===== src/rtl/core/b36_pkg.sv =====
// Package for the base-36 text-to-integer parser.
// Holds the status codes, character constants, result struct and digit decode.
// No dependencies.
package b36_pkg;

    typedef enum logic [1:0] {
        ST_OK    = 2'd0,
        ST_RANGE = 2'd1,
        ST_BAD   = 2'd2
    } t_status;

    localparam logic [7:0]  CH_END   = 8'h00;
    localparam logic [7:0]  CH_MINUS = 8'h2D;
    localparam logic [32:0] LIMIT    = 33'd2147483647;

    typedef struct packed {
        logic        ok;
        logic [5:0]  val;
    } t_digit;

    typedef struct packed {
        logic signed [31:0] value;
        t_status            status;
    } t_result;

    function automatic t_digit digit_of(input logic [7:0] ch);
        t_digit d;
        d.ok  = 1'b1;
        d.val = 6'd0;
        if (ch >= 8'h30 && ch <= 8'h39) begin
            d.val = 6'(ch - 8'h30);
        end else if (ch >= 8'h41 && ch <= 8'h5A) begin
            d.val = 6'(ch - 8'h41 + 8'd10);
        end else if (ch >= 8'h61 && ch <= 8'h7A) begin
            d.val = 6'(ch - 8'h61 + 8'd10);
        end else begin
            d.ok = 1'b0;
        end
        return d;
    endfunction

endpackage


===== src/rtl/core/base36_text_to_int_parser_top.sv =====
// A terminator item is held in the input register, then in the result register, on its way out.
// Throughput: one item per cycle when not stalled; a non-terminator never waits on the output.
// A terminator stalls only while the output register still holds an untaken result.
// Reset (synchronous, active low) empties both registers and returns to the string start.
// Top level of the base-36 parser: input register, parse state, result register.
// Depends on b36_pkg and b36_accum.
module base36_text_to_int_parser_top #(
    parameter int MAX_DIGITS = 6
) (
    input  logic               i_clk,
    input  logic               i_rst_n,
    input  logic               i_valid,
    output logic               o_stall,
    input  logic [7:0]         i_char_code,
    output logic               o_valid,
    input  logic               i_stall,
    output logic signed [31:0] o_value,
    output logic [1:0]         o_status
);
    import b36_pkg::*;

    logic        r_in_vld, n_in_vld;
    logic [7:0]  r_char,   n_char;
    logic        r_out_vld, n_out_vld;
    t_result     r_res,    n_res;
    t_result     acc_res;
    logic        is_end;
    logic        out_free;
    logic        consume;
    logic        accept;

    assign is_end   = (r_char == CH_END);
    assign out_free = !r_out_vld || !i_stall;
    assign consume  = r_in_vld && (!is_end || out_free);
    assign o_stall  = r_in_vld && !consume;
    assign accept   = i_valid && !o_stall;

    b36_accum #(
        .MAX_DIGITS (MAX_DIGITS)
    ) u_accum (
        .i_clk    (i_clk),
        .i_rst_n  (i_rst_n),
        .i_step   (consume),
        .i_char   (r_char),
        .o_result (acc_res)
    );

    always_comb begin
        n_in_vld  = r_in_vld;
        n_char    = r_char;
        n_out_vld = r_out_vld;
        n_res     = r_res;
        if (consume) begin
            n_in_vld = 1'b0;
        end
        if (accept) begin
            n_in_vld = 1'b1;
            n_char   = i_char_code;
        end
        if (r_out_vld && !i_stall) begin
            n_out_vld = 1'b0;
        end
        if (consume && is_end) begin
            n_out_vld = 1'b1;
            n_res     = acc_res;
        end
    end

    always_ff @(posedge i_clk) begin
        if (!i_rst_n) begin
            r_in_vld  <= 1'b0;
            r_out_vld <= 1'b0;
        end else begin
            r_in_vld  <= n_in_vld;
            r_out_vld <= n_out_vld;
        end
        r_char <= n_char;
        r_res  <= n_res;
    end

    assign o_valid  = r_out_vld;
    assign o_value  = r_res.value;
    assign o_status = r_res.status;

endmodule


===== src/rtl/core/b36_accum.sv =====
// Parse state for the base-36 parser: sign, Horner accumulator, digit count.
// Builds the result from the state when a terminator is consumed.
// Depends on b36_pkg.
module b36_accum #(
    parameter int MAX_DIGITS = 6
) (
    input  logic              i_clk,
    input  logic              i_rst_n,
    input  logic              i_step,
    input  logic [7:0]        i_char,
    output b36_pkg::t_result  o_result
);
    import b36_pkg::*;

    logic        r_at_start, n_at_start;
    logic        r_negative, n_negative;
    logic [32:0] r_mag,      n_mag;
    logic [2:0]  r_count,    n_count;
    logic        r_bad,      n_bad;
    t_digit      dig;
    logic [32:0] mag_x36;
    logic [31:0] mag_lo;

    assign dig     = digit_of(i_char);
    assign mag_x36 = (r_mag << 5) + (r_mag << 2);
    assign mag_lo  = r_mag[31:0];

    always_comb begin
        n_at_start = r_at_start;
        n_negative = r_negative;
        n_mag      = r_mag;
        n_count    = r_count;
        n_bad      = r_bad;
        if (i_step) begin
            if (i_char == CH_END) begin
                n_at_start = 1'b1;
                n_negative = 1'b0;
                n_mag      = 33'd0;
                n_count    = 3'd0;
                n_bad      = 1'b0;
            end else if (r_at_start && i_char == CH_MINUS) begin
                n_at_start = 1'b0;
                n_negative = 1'b1;
            end else begin
                n_at_start = 1'b0;
                // after a bad character keep scaling by place, add nothing
                if (r_count < 3'(MAX_DIGITS)) begin
                    n_mag = mag_x36 + ((dig.ok && !r_bad) ? {27'd0, dig.val} : 33'd0);
                    n_bad = r_bad | !dig.ok;
                end
                if (r_count != 3'd7) begin
                    n_count = r_count + 3'd1;
                end
            end
        end
    end

    always_comb begin
        o_result.value  = 32'sd0;
        o_result.status = ST_OK;
        if (r_at_start || r_count > 3'(MAX_DIGITS) || r_mag > LIMIT) begin
            o_result.status = ST_RANGE;
        end else if (r_bad) begin
            o_result.status = ST_BAD;
        end else begin
            o_result.value = r_negative ? $signed(32'd0 - mag_lo) : $signed(mag_lo);
        end
    end

    always_ff @(posedge i_clk) begin
        if (!i_rst_n) begin
            r_at_start <= 1'b1;
            r_negative <= 1'b0;
            r_mag      <= 33'd0;
            r_count    <= 3'd0;
            r_bad      <= 1'b0;
        end else begin
            r_at_start <= n_at_start;
            r_negative <= n_negative;
            r_mag      <= n_mag;
            r_count    <= n_count;
            r_bad      <= n_bad;
        end
    end

endmodule


===== config.mk =====
export PLATFORM = sky130hd
export DESIGN_NAME = base36_text_to_int_parser_top
export DESIGN_NICKNAME = d
export VERILOG_FILES = /design/src/rtl/core/b36_pkg.sv /design/src/rtl/core/base36_text_to_int_parser_top.sv /design/src/rtl/core/b36_accum.sv
export SDC_FILE = /design/constraint.sdc
export NUM_CORES = 1
export LEC_CHECK = 0
export BUFFER_PORTS_ARGS = -buffer_cell sky130_fd_sc_hd__clkbuf_2
export CAP_MARGIN = 20
export CORE_MARGIN = 2
export CORE_UTILIZATION = 40
export CTS_BUF_LIST = sky130_fd_sc_hd__clkbuf_16
export DETAILED_ROUTE_END_ITERATION = 16
export PLACE_DENSITY = 0.63
export SLEW_MARGIN = 30
export SYNTH_ARGS = -nofsm -noshare
export SYNTH_HDL_FRONTEND = slang
export SYNTH_SLANG_ARGS = --single-unit

===== constraint.sdc =====
create_clock -name i_clk -period 6.2 [get_ports i_clk]
set_input_delay 1.24 -clock i_clk [delete_from_list [all_inputs] [get_ports i_clk]]
set_output_delay 1.24 -clock i_clk [all_outputs]
set_load 0.01 [all_outputs]

==> metrics.md, run 1 <==
| Metric | Value |
|---|---|
| Root Buffer | `clkbuf_16` |
| Net Switching | `0.304 mW` |
| Post-CTS setup buffers | `0` |
| Prevailing post-synth register cell | `edfxtp_1` |
| Total number of vias | `4787` |
| Fraction of layout cells with a size suffix above 1 | `0.118` |
| Crit Path Class | `reg2reg` |
| Yosys cell types | `58` |
| VDD IR-drop max | `142 uV` |
| Slew at the pin closest to its max-slew limit | `0.789 ns` |
| Gate power share | `0.086` |
| Starting Density | `0.408` |
| WHS Path Cells | `2` |
| Status | `finished, final reports clean` |
| Post-synth top area share | `0.213` |
| Power per cell area | `188 nW/um^2` |
| Ranking of synthesized cells by area | `edfxtp_1 (21%), ha_1 (15%), dfxtp_1 (14%), xor2_1 (4.9%), nor2_1 (4.4%)` |
| R2R Path Start | `r_char[2]` |
| CP Launch Type | `flop` |
| Filler cells | `1350` |
| Critical path arrival | `4.89 ns` |
| Worst Hold Launch | `u_accum.r_mag[32]` |
| Pre-antenna DRT Iters | `5` |
| Antenna violations before repair | `0` |
| Cell area after layout | `6610 um^2` |
| Hold EP | `u_accum.r_mag[32]` |
| Fmax | `214 MHz` |
| Avg Vias per Cell | `5.54` |
| Final WS setup | `1.53 ns` |
| Insertion delay to the later sink of the worst-skew pair | `0.33 ns` |
| Largest net degree at the start of global routing | `35` |
| Clk pin slew, worst setup/hold paths | `0.07 ns` |
| Part of the power in registers | `0.480` |
| IO buf count | `47` |
| RSZ-0062 raised after global routing | `false` |
| Min-Delay Path Class | `reg2reg` |
| WP data required | `6.42 ns` |
| Final Hold Viols | `0` |
| Die X | `126 um` |
| Worst-path fanout max | `8` |
| Final period util | `0.753` |
| Max-cap viol count | `0` |
| Placed cell area | `6310 um^2` |
| # setup viols final | `0` |
| Int Pwr | `0.936 mW` |
| DP Worst Slack | `1.63 ns` |
| Async SR Flop Fraction | `0` |
| Normalized max-slew margin | `0.474` |
| Synthesized flop and latch total | `83` |
| CTS tree | `done` |
| H-Tree Depth | `3` |
| IO Pins | `48` |
| GRT Total Usage | `0.171` |
| Die Area | `15800 um^2` |
| 1st-iter DRT viols | `423` |
| GP Congestion | `0.886` |
| N_diodes | `0` |
| Mapped Cells | `637` |
| Clock skew | `0.0125 ns` |
| Period minus WS final | `4.67 ns` |
| Maximum clock insertion buffer count | `2` |
| Number of enable flip-flop cells after synthesis | `42` |
| Syn avg cell area | `9.28 um^2` |
| Total power draw | `1.24 mW` |
| Placed cell count | `848` |
| Total grt overflow | `0` |
| TNS Setup | `0 ns` |
| Net Count, Synth | `723` |
| Nets@finish | `761` |
| Reg2Reg Depth | `19` |
| Area leader, netlist | `edfxtp_1` |
| Cts repair resizes | `0` |
| Die Y | `126 um` |
| Wire length after detailed routing | `13.2 mm` |
| Num rows | `44` |
| DRC | `0` |
| HPWL after DPL | `10.3 mm` |
| Core box area | `14500 um^2` |
| R2R Path End | `u_accum.r_mag[31]` |
| Sequential fraction of the synthesis area | `0.352` |
| Leakage | `2.87 nW` |
| CTS Hold Bufs | `0` |
| Global-route wire length before repair | `22.4 mm` |
| Clock power share | `0.434` |
| WL/cell | `15.3 um` |
| Reg2reg setup slack | `1.53 ns` |
| Fin cells | `864` |
| Post-Syn Area | `5910 um^2` |
| Routed Antenna Nets | `0` |
| Ys Warns | `0` |
| Area growth syn-to-layout | `11.9%` |
| CP endpoint kind | `flop` |
| Slew Viols, Final | `0` |
| Switch share | `0.245` |
| Vias in the first global route | `4459` |
| CTS Buf Count | `9` |
| Clock tree sinks | `83` |
cells in the final DEF (no fill, tap or decap), types with 6 or more instances in the layout:
cell,instances
nor2b_1,18
xnor2_1,27
nand2_1,47
nand4_1,16
clkbuf_2,47
clkbuf_16,9
dfxtp_1,40
edfxtp_1,42
a22oi_1,12
o21ai_0,44
nand3_1,8
xor2_1,33
ha_1,72
inv_1,24
a21oi_1,38
nor2_1,68
and3_1,6
a21o_1,15
o31ai_1,11
a22o_1,6
worst max-delay path, stage by stage (launching register included):
cell and delay, ns:
edfxtp_1 0.50, nand4b_1 0.21, nor3_1 0.22, nor3b_1 0.10, nor4b_1 0.29, nand2_1 0.14
nor2_1 0.11, a21oi_1 0.04, a21o_1 0.19, fa_1 0.47, inv_1 0.04, ha_1 0.34
nor2b_1 0.17, o2111ai_1 0.29, a2111oi_0 0.15, a211oi_1 0.44, o211ai_1 0.23, a311oi_1 0.32
xnor2_1 0.11, a22o_1 0.20
sequential cells by signal, summed over array words and instances (netlist names):
register	flops
u_accum.r_mag	33
o_value	32
r_char	8
u_accum.r_count	3
o_status	2
o_valid	1
r_in_vld	1
u_accum.r_at_start	1
u_accum.r_bad	1
u_accum.r_negative	1
power by group through the flow:
stage	clock network (mW)	registers (mW)	logic [mW]
finish	0.538	0.596	0.106
global route	0.573	0.597	0.120
CTS	0.546	0.595	0.105
detailed placement	0	0.608	0.105
global placement	0	0.607	0.102
floorplan	0	0.601	0.0842
synth_stat cells, types with 4 or more instances:
| library cell | number |
|---|---|
| mux2i_1 | 4 |
| nor2_1 | 69 |
| o31ai_1 | 11 |
| a21o_1 | 15 |
| nand2_1 | 47 |
| a31oi_1 | 4 |
| xnor2_1 | 27 |
| o21a_1 | 5 |
| and3_1 | 6 |
| dfxtp_1 | 41 |
| a22oi_1 | 12 |
| edfxtp_1 | 42 |
| a21oi_1 | 38 |
| and2_1 | 5 |
| o21ai_0 | 44 |
| o211ai_1 | 5 |
| a22o_1 | 6 |
| xor2_1 | 33 |
| o21bai_1 | 5 |
| nand3_1 | 8 |
| nand2b_1 | 4 |
| nand4_1 | 16 |
| inv_1 | 24 |
| clkbuf_1 | 17 |
| a211oi_1 | 5 |
| nor2b_1 | 18 |
| ha_1 | 72 |
| or4_1 | 4 |
how the worst max path moves through the flow:
stage | startpoint | endpoint | slack [ns] | cells past startpoint
finish | r_char[2] | u_accum.r_mag[31] | 1.53 | 19
global route | r_char[2] | u_accum.r_mag[31] | 1.16 | 19
floorplan | r_char[2] | u_accum.r_mag[27] | 2.13 | 20
CTS | r_char[2] | u_accum.r_mag[31] | 1.62 | 19
global placement | r_char[2] | u_accum.r_mag[31] | 1.78 | 19
detailed placement | r_char[2] | u_accum.r_mag[31] | 1.63 | 19
cells by family (layout without fill, tap and decap cells):
| family | Yosys count | count (layout) | synth area share |
|---|---|---|---|
| flops | 83 | 83 | 0.352 |
| compound gates | 170 | 170 | 0.190 |
| buf+inv | 46 | 89 | 0.0296 |
| fa+ha+maj | 74 | 74 | 0.159 |
| simple gates | 200 | 200 | 0.173 |
| xor+xnor | 60 | 60 | 0.0889 |
| mux | 4 | 4 | 0.00678 |
final cells by class:
class                           instances  area [um^2]  area share
Clock inverter                          7         73.8      0.0112
Clock buffer                            9          225      0.0341
Sequential cell                        83         2080       0.315
Timing Repair Buffer                   49          250      0.0379
Multi-Input combinational cell        508         3660       0.553
Inverter                               24         90.1      0.0136
Tap cell                              184          230      0.0348
metrics by stage:
| stage | util | hold WS (ns) |
|---|---|---|
| 2_1_floorplan | - | 0.437 |
| 3_3_place_gp | 0.436 | 0.462 |
| 3_5_place_dp | 0.436 | 0.462 |
| 4_1_cts | 0.456 | 0.476 |
| 5_1_grt | 0.457 | 0.521 |
| 6_report | 0.457 | 0.482 |
layer usage:
metal,vias up,wire length (um),GRT usage
met1,2248,6550,0.249
met2,121,5770,0.257
li1,2406,-,-
met3,12,560,0.0287
met4,0,308,0.0608
met5,-,0,0
Power figures use the tool's default switching activity.
==> run 2: changes to the inputs <==
--- a/config.mk
+++ b/config.mk
@@ -11,7 +11,7 @@
 export CORE_UTILIZATION = 40
 export CTS_BUF_LIST = sky130_fd_sc_hd__clkbuf_16
 export DETAILED_ROUTE_END_ITERATION = 16
-export PLACE_DENSITY = 0.63
+export PLACE_DENSITY = 0.65
 export SLEW_MARGIN = 30
 export SYNTH_ARGS = -nofsm -noshare
 export SYNTH_HDL_FRONTEND = slang
==> constraint.sdc (replaced) <==
create_clock -name i_clk -period 4 [get_ports i_clk]
set_input_delay 0.8 -clock i_clk [delete_from_list [all_inputs] [get_ports i_clk]]
set_output_delay 0.8 -clock i_clk [all_outputs]
set_load 0.01 [all_outputs]
==> metrics.md, run 2 (synthesized netlist as in run 1, its figures left out) <==
| Metric | Value |
|---|---|
| Status | `complete, but fails checks` |
| Violated checks | `setup timing` |
| Fin cells | `906 (+4.9%)` |
| Placed cell count | `882 (+4.0%)` |
| Crit-path slowest cell | `fa_1` |
| Total number of vias | `5024 (+5.0%)` |
| Setup crit start | `r_char[2]` |
| Slew Viols, Final | `0 (unchanged)` |
| DRC | `0 (unchanged)` |
| Max reg flops | `33 (unchanged)` |
| RSZ-0062 raised after global routing | `true` |
| Clock tree sinks | `83 (unchanged)` |
| CTS tree | `done` |
| Avg Vias per Cell | `5.55 (about the same)` |
| TNS Setup | `-0.150 ns (-0.150 ns)` |
| Routed Antenna Nets | `0 (unchanged)` |
| CTS Buf Count | `9 (unchanged)` |
| Max incr delay on CP | `0.50 ns (about the same)` |
| Clock skew | `0.00726 ns (-0.00520 ns)` |
| Slew at the pin closest to its max-slew limit | `0.798 ns (+0.00817 ns)` |
| Most frequent cells in the layout | `ha_1 (71), nor2_1 (67), clkbuf_2 (47)` |
| Clk pin slew, worst setup/hold paths | `0.06 ns (about the same)` |
| Core box area | `14500 um^2 (unchanged)` |
| Antenna violations before repair | `0 (unchanged)` |
| WL/cell | `15.9 um (+4.5%)` |
| Period minus WS final | `4.10 ns (-0.569 ns)` |
| VDD IR-drop max | `200 uV (+41%)` |
| # setup viols final | `2 (+2)` |
| Cell area after layout | `7140 um^2 (+8.0%)` |
| IO buf count | `47 (unchanged)` |
| Area of the multi-input gates | `3850 um^2 (+5.3%)` |
| Power per cell area | `277 nW/um^2 (+48%)` |
| HPWL after DPL | `11.2 mm (+8.2%)` |
| Crit-path cells | `nand4b_1 -> nor3_2 -> buf_4 -> a21oi_2 -> mux2i_1 -> nand3b_1 -> nand3b_1 -> a21o_1 -> fa_1 -> inv_2 -> ha_4 -> nor2b_4 -> o2111ai_4 -> a2111oi_4 -> a211oi_2 -> o211ai_1 -> a41oi_2 -> xnor2_1 -> a22o_1` |
| CP endpoint kind | `flop` |
| Filler cells | `1302 (-3.6%)` |
| N_diodes | `0 (unchanged)` |
| Area growth syn-to-layout | `20.8%` |
| Kind of cell adding the most delay to the critical path | `compound AO/OA/AOI/OAI gates` |
| Starting Density | `0.408 (unchanged)` |
| Final WS setup | `-0.0973 ns (-1.63 ns)` |
| Leakage | `3.10 nW (+8.1%)` |
| Wire length after detailed routing | `14.4 mm (+9.5%)` |
| Insertion delay to the later sink of the worst-skew pair | `0.33 ns (about the same)` |
| Final Hold Viols | `0 (unchanged)` |
| Fin util | `0.493 (+0.0364)` |
| Die Area | `15800 um^2 (unchanged)` |
| Register area | `2080 um^2 (unchanged)` |
| Most flop-heavy register | `u_accum.r_mag` |
| Worst-path fanout max | `3 (-5)` |
| Min-Delay Path Class | `reg2reg` |
| GRT Total Usage | `0.180 (+0.00828)` |
| Die X | `126 um (unchanged)` |
| Nets@finish | `803 (+5.5%)` |
| Maximum clock insertion buffer count | `2 (unchanged)` |
| 1st-iter DRT viols | `433 (+2.4%)` |
| Crit Path Class | `reg2reg` |
| Most frequent CP cell | `nand3b_1` |
| Critical path arrival | `4.32 ns (-0.57 ns)` |
| WP data required | `4.22 ns (-2.20 ns)` |
| Die Y | `126 um (unchanged)` |
| Normalized max-slew margin | `0.468 (-0.00545)` |
| Largest net degree at the start of global routing | `35 (unchanged)` |
| Fraction of layout cells with a size suffix above 1 | `0.205 (+0.0873)` |
| Worst Hold Launch | `u_accum.r_mag[32]` |
| GP Congestion | `0.865 (-2.4%)` |
| Final period util | `1.02 (+0.272)` |
| Vias in the first global route | `4865 (+9.1%)` |
| CTS Hold Bufs | `0 (unchanged)` |
| Pre-antenna DRT Iters | `5 (unchanged)` |
| Root Buffer | `clkbuf_16` |
| Worst path bufs/invs | `2 (+1)` |
| Placed cell area | `6570 um^2 (+4.1%)` |
| Total grt overflow | `0 (unchanged)` |
| WHS | `0.510 ns (+0.0285 ns)` |
| Fmax | `244 MHz (+14%)` |
| Most common cell after layout, fill and taps aside | `ha_1` |
| Max-cap viol count | `0 (unchanged)` |
| CP Launch Type | `flop` |
| IO Pins | `48 (unchanged)` |
| H-Tree Depth | `3 (unchanged)` |
| Global-route wire length before repair | `23.6 mm (+5.3%)` |
| R2R Path Start | `r_char[2]` |
| Num rows | `44 (unchanged)` |
run 2: cell types whose count changed in the layout (fill, tap and decap cells not counted), sizes merged:
cell      change
buf          +42
clkbuf        +1
clkinv        +1
inv           -1
clkinvlp      -1
run 2: path summary, 6_finish.rpt:
kind                  endpoint  slack, ns  cells after the start
min          u_accum.r_mag[32]       0.51                      2
min reg2reg  u_accum.r_mag[32]       0.51                      2
max reg2reg  u_accum.r_mag[27]       -0.1                     19
max          u_accum.r_mag[27]       -0.1                     19
run 2: metal layers:
metal	up-vias	routed length [um]	part of all wire	GRT usage
li1	2497	-	-	-
met1	2389	6900	0.48	0.249
met2	117	6550	0.45	0.282
met3	21	665	0.046	0.0278
met4	0	335	0.023	0.0706
met5	-	0	0	0
run 2: per-stage QoR:
step / power (mW) / worst slack [ns]
5_1_grt: 2.05 / -0.348
3_5_place_dp: 1.13 / -0.342
4_1_cts: 1.99 / -0.168
2_1_floorplan: 1.06 / 0.00750
6_report: 1.98 / -0.0973
3_3_place_gp: 1.13 / -0.211
run 2: where the power goes:
group	total (mW)	switching, mW	internal, mW
clock network	0.855	0.334	0.521
logic	0.206	0.118	0.0888
registers	0.919	0.0174	0.901
run 2: what timing repair did:
item | in CTS | in global routing
setup buffers | 4 | 5
hold endpoints to repair | 0 | 0
gates resized for setup | 23 | 25
endpoints found under the setup margin | 12 | 22
pin swaps | 15 | 29
run 2: final cells by class:
| type | count | share of cell area |
|---|---|---|
| Clock inverter | 6 | 0.00859 |
| Clock buffer | 10 | 0.0351 |
| Tap cell | 184 | 0.0323 |
| Timing Repair Buffer | 91 | 0.0798 |
| Inverter | 24 | 0.0126 |
| Sequential cell | 83 | 0.292 |
| Multi-Input combinational cell | 508 | 0.540 |
run 2: worst min-delay path: stages (launching register included):
cell     delay (ns)
dfxtp_1        0.34
a32oi_1        0.06
o21ai_1        0.07
==> run 3: changes to the inputs <==
--- a/config.mk
+++ b/config.mk
@@ -11,7 +11,7 @@
 export CORE_UTILIZATION = 40
 export CTS_BUF_LIST = sky130_fd_sc_hd__clkbuf_16
 export DETAILED_ROUTE_END_ITERATION = 16
-export PLACE_DENSITY = 0.65
+export PLACE_DENSITY = 0.63
 export SLEW_MARGIN = 30
 export SYNTH_ARGS = -nofsm -noshare
 export SYNTH_HDL_FRONTEND = slang
==> constraint.sdc (replaced) <==
create_clock -name i_clk -period 4.7 [get_ports i_clk]
set_input_delay 0.47 -clock i_clk [delete_from_list [all_inputs] [get_ports i_clk]]
set_output_delay 0.47 -clock i_clk [all_outputs]
set_load 0.01 [all_outputs]
==> metrics.md, run 3 (synthesized netlist as in run 1, its figures left out) <==
| Metric | Value |
|---|---|
| Gate power share | `0.089 (-0.015)` |
| Status | `finished, final reports clean` |
| CTS Hold Bufs | `0 (unchanged)` |
| H-Tree Depth | `3 (unchanged)` |
| Critical path arrival | `4.59 ns (+0.27 ns)` |
| Power per cell area | `246 nW/um^2 (-11%)` |
| DP Worst Slack | `0.188 ns (+0.531 ns)` |
| IO buf count | `47 (unchanged)` |
| Root Buffer | `clkbuf_16` |
| Clk pin slew, worst setup/hold paths | `0.07 ns (about the same)` |
| 1st-iter DRT viols | `371 (-14%)` |
| Area growth syn-to-layout | `13.2%` |
| Starting Density | `0.408 (unchanged)` |
| Core box area | `14500 um^2 (unchanged)` |
| Cell area after layout | `6690 um^2 (-6.3%)` |
| Avg Vias per Cell | `5.58 (+0.66%)` |
| Final WS setup | `0.335 ns (+0.432 ns)` |
| CTS tree | `done` |
| Reg2Reg Depth | `20 (+1)` |
| Slew at the pin closest to its max-slew limit | `0.809 ns (+0.0110 ns)` |
| DRC | `0 (unchanged)` |
| Period minus WS final | `4.37 ns (+0.268 ns)` |
| Placed cell count | `851 (-3.5%)` |
| Clock tree sinks | `83 (unchanged)` |
| Setup crit start | `r_char[0]` |
| Die Area | `15800 um^2 (unchanged)` |
| Pre-antenna DRT Iters | `5 (unchanged)` |
| Routed Antenna Nets | `0 (unchanged)` |
| CTS Buf Count | `9 (unchanged)` |
| WP data required | `4.92 ns (+0.70 ns)` |
| HPWL after DPL | `10.4 mm (-7.0%)` |
| Total grt overflow | `0 (unchanged)` |
| Net Switching | `0.399 mW (-15%)` |
| Die X | `126 um (unchanged)` |
| Most flop-heavy register | `u_accum.r_mag` |
| GRT Total Usage | `0.168 (-0.0117)` |
| Normalized max-slew margin | `0.461 (-0.00734)` |
| Fraction of layout cells with a size suffix above 1 | `0.131 (-0.0738)` |
| Vias in the first global route | `4500 (-7.5%)` |
| Crit Path Class | `reg2reg` |
| WL/cell | `15.3 um (-4.1%)` |
| Final Hold Viols | `0 (unchanged)` |
| CP Launch Type | `flop` |
| Die Y | `126 um (unchanged)` |
| Num rows | `44 (unchanged)` |
| Min-Delay Path Class | `in2reg` |
| Max reg flops | `33 (unchanged)` |
| Worst-path fanout max | `5 (+2)` |
| Final period util | `0.929 (-0.0956)` |
| IO Pins | `48 (unchanged)` |
| Fin cells | `870 (-4.0%)` |
| Maximum clock insertion buffer count | `2 (unchanged)` |
| GP Congestion | `0.853 (-1.3%)` |
| Antenna violations before repair | `0 (unchanged)` |
| Nets@finish | `767 (-4.5%)` |
| Placed cell area | `6330 um^2 (-3.6%)` |
| R2R Path End | `u_accum.r_mag[27]` |
| Reg2reg setup slack | `0.33 ns (+0.43 ns)` |
| Int Pwr | `1.25 mW (-18%)` |
| Switch share | `0.243 (+0.00570)` |
| Max-cap viol count | `0 (unchanged)` |
| Most common cell after layout, fill and taps aside | `ha_1` |
| N_diodes | `0 (unchanged)` |
| # setup viols final | `0 (-2)` |
| Clock skew | `0.0138 ns (+0.00656 ns)` |
| Most frequent cells in the layout | `ha_1 (72), nor2_1 (68), nand2_1 (47), clkbuf_2 (47), o21ai_0 (44)` |
| Wire length after detailed routing | `13.3 mm (-7.9%)` |
| Insertion delay to the later sink of the worst-skew pair | `0.34 ns (about the same)` |
| TNS Setup | `0 ns (+0.150 ns)` |
| CP endpoint kind | `flop` |
| Clock power share | `0.434 (+0.002)` |
| Part of the power in registers | `0.477 (+0.013)` |
| Largest net degree at the start of global routing | `35 (unchanged)` |
| Fmax | `229 MHz (-6.1%)` |
| Crit path capture | `u_accum.r_mag[27]` |
| Total number of vias | `4856 (-3.3%)` |
| Leakage | `2.91 nW (-6.3%)` |
| Slew Viols, Final | `0 (unchanged)` |
| R2R Path Start | `r_char[0]` |
| VDD IR-drop max | `209 uV (+4.6%)` |
| Global-route wire length before repair | `21.9 mm (-6.9%)` |
-- run 3: layout make-up --
type                            count  area [um^2]
Clock inverter                      5         33.8
Fill cell                        1318         7790
Clock buffer                       11          275
Sequential cell                    83         2080
Tap cell                          184          230
Timing Repair Buffer               55          295
Inverter                           24         90.1
Multi-Input combinational cell    508         3680
-- run 3: worst min-delay path by stage --
stage / start / to / depth (start not counted)
CTS: i_char_code[0] / r_char[0] / 1
floorplan: u_accum.r_mag[32] / u_accum.r_mag[32] / 2
global placement: u_accum.r_mag[32] / u_accum.r_mag[32] / 2
detailed placement: u_accum.r_mag[32] / u_accum.r_mag[32] / 2
finish: i_char_code[0] / r_char[0] / 1
global route: i_char_code[4] / r_char[4] / 1
-- run 3: repair_timing --
item	CTS	global route
setup buffers	0	3
gates resized for setup	0	6
setup endpoints to repair	0	3
-- run 3: routing by layer --
metal  routed length [um]  up-vias  share of wire  GRT usage
met2                 5830      135           0.44      0.261
met4                  272        0          0.020     0.0556
met3                  688       15          0.052     0.0248
li1                     -     2438              -          -
met5                    0        -              0          0
met1                 6510     2268           0.49      0.240
-- run 3: critical path, cell delays in order (launching register included) --
cell and delay [ns]:
edfxtp_1 0.46, inv_1 0.15, ha_1 0.19, nor2_1 0.05, o21ai_0 0.21, and3_2 0.28, nor2_1 0.07, xnor2_1 0.13
nor2_1 0.06, ha_1 0.28, ha_1 0.16, inv_1 0.05, fa_1 0.40, nor2b_1 0.19, o2111ai_1 0.20, a2111oi_2 0.46
a211oi_2 0.10, o211ai_1 0.29, a41oi_1 0.18, xnor2_1 0.15, a22o_1 0.20
-- run 3: stage by stage --
stage | hold slack (ns) | util | total power [mW]
after floorplan | 0.437 | - | 0.903
after global placement | 0.458 | 0.437 | 0.936
after detailed placement | 0.472 | 0.437 | 0.940
after CTS | 0.295 | 0.459 | 1.65
after global routing | 0.296 | 0.462 | 1.71
final | 0.301 | 0.462 | 1.64
-- run 3: power groups by stage --
stage	registers [mW]	logic [mW]	clock network (mW)
floorplan	0.792	0.111	0
global placement	0.800	0.136	0
detailed placement	0.801	0.139	0
CTS	0.785	0.141	0.725
global route	0.786	0.164	0.756
finish	0.784	0.146	0.715
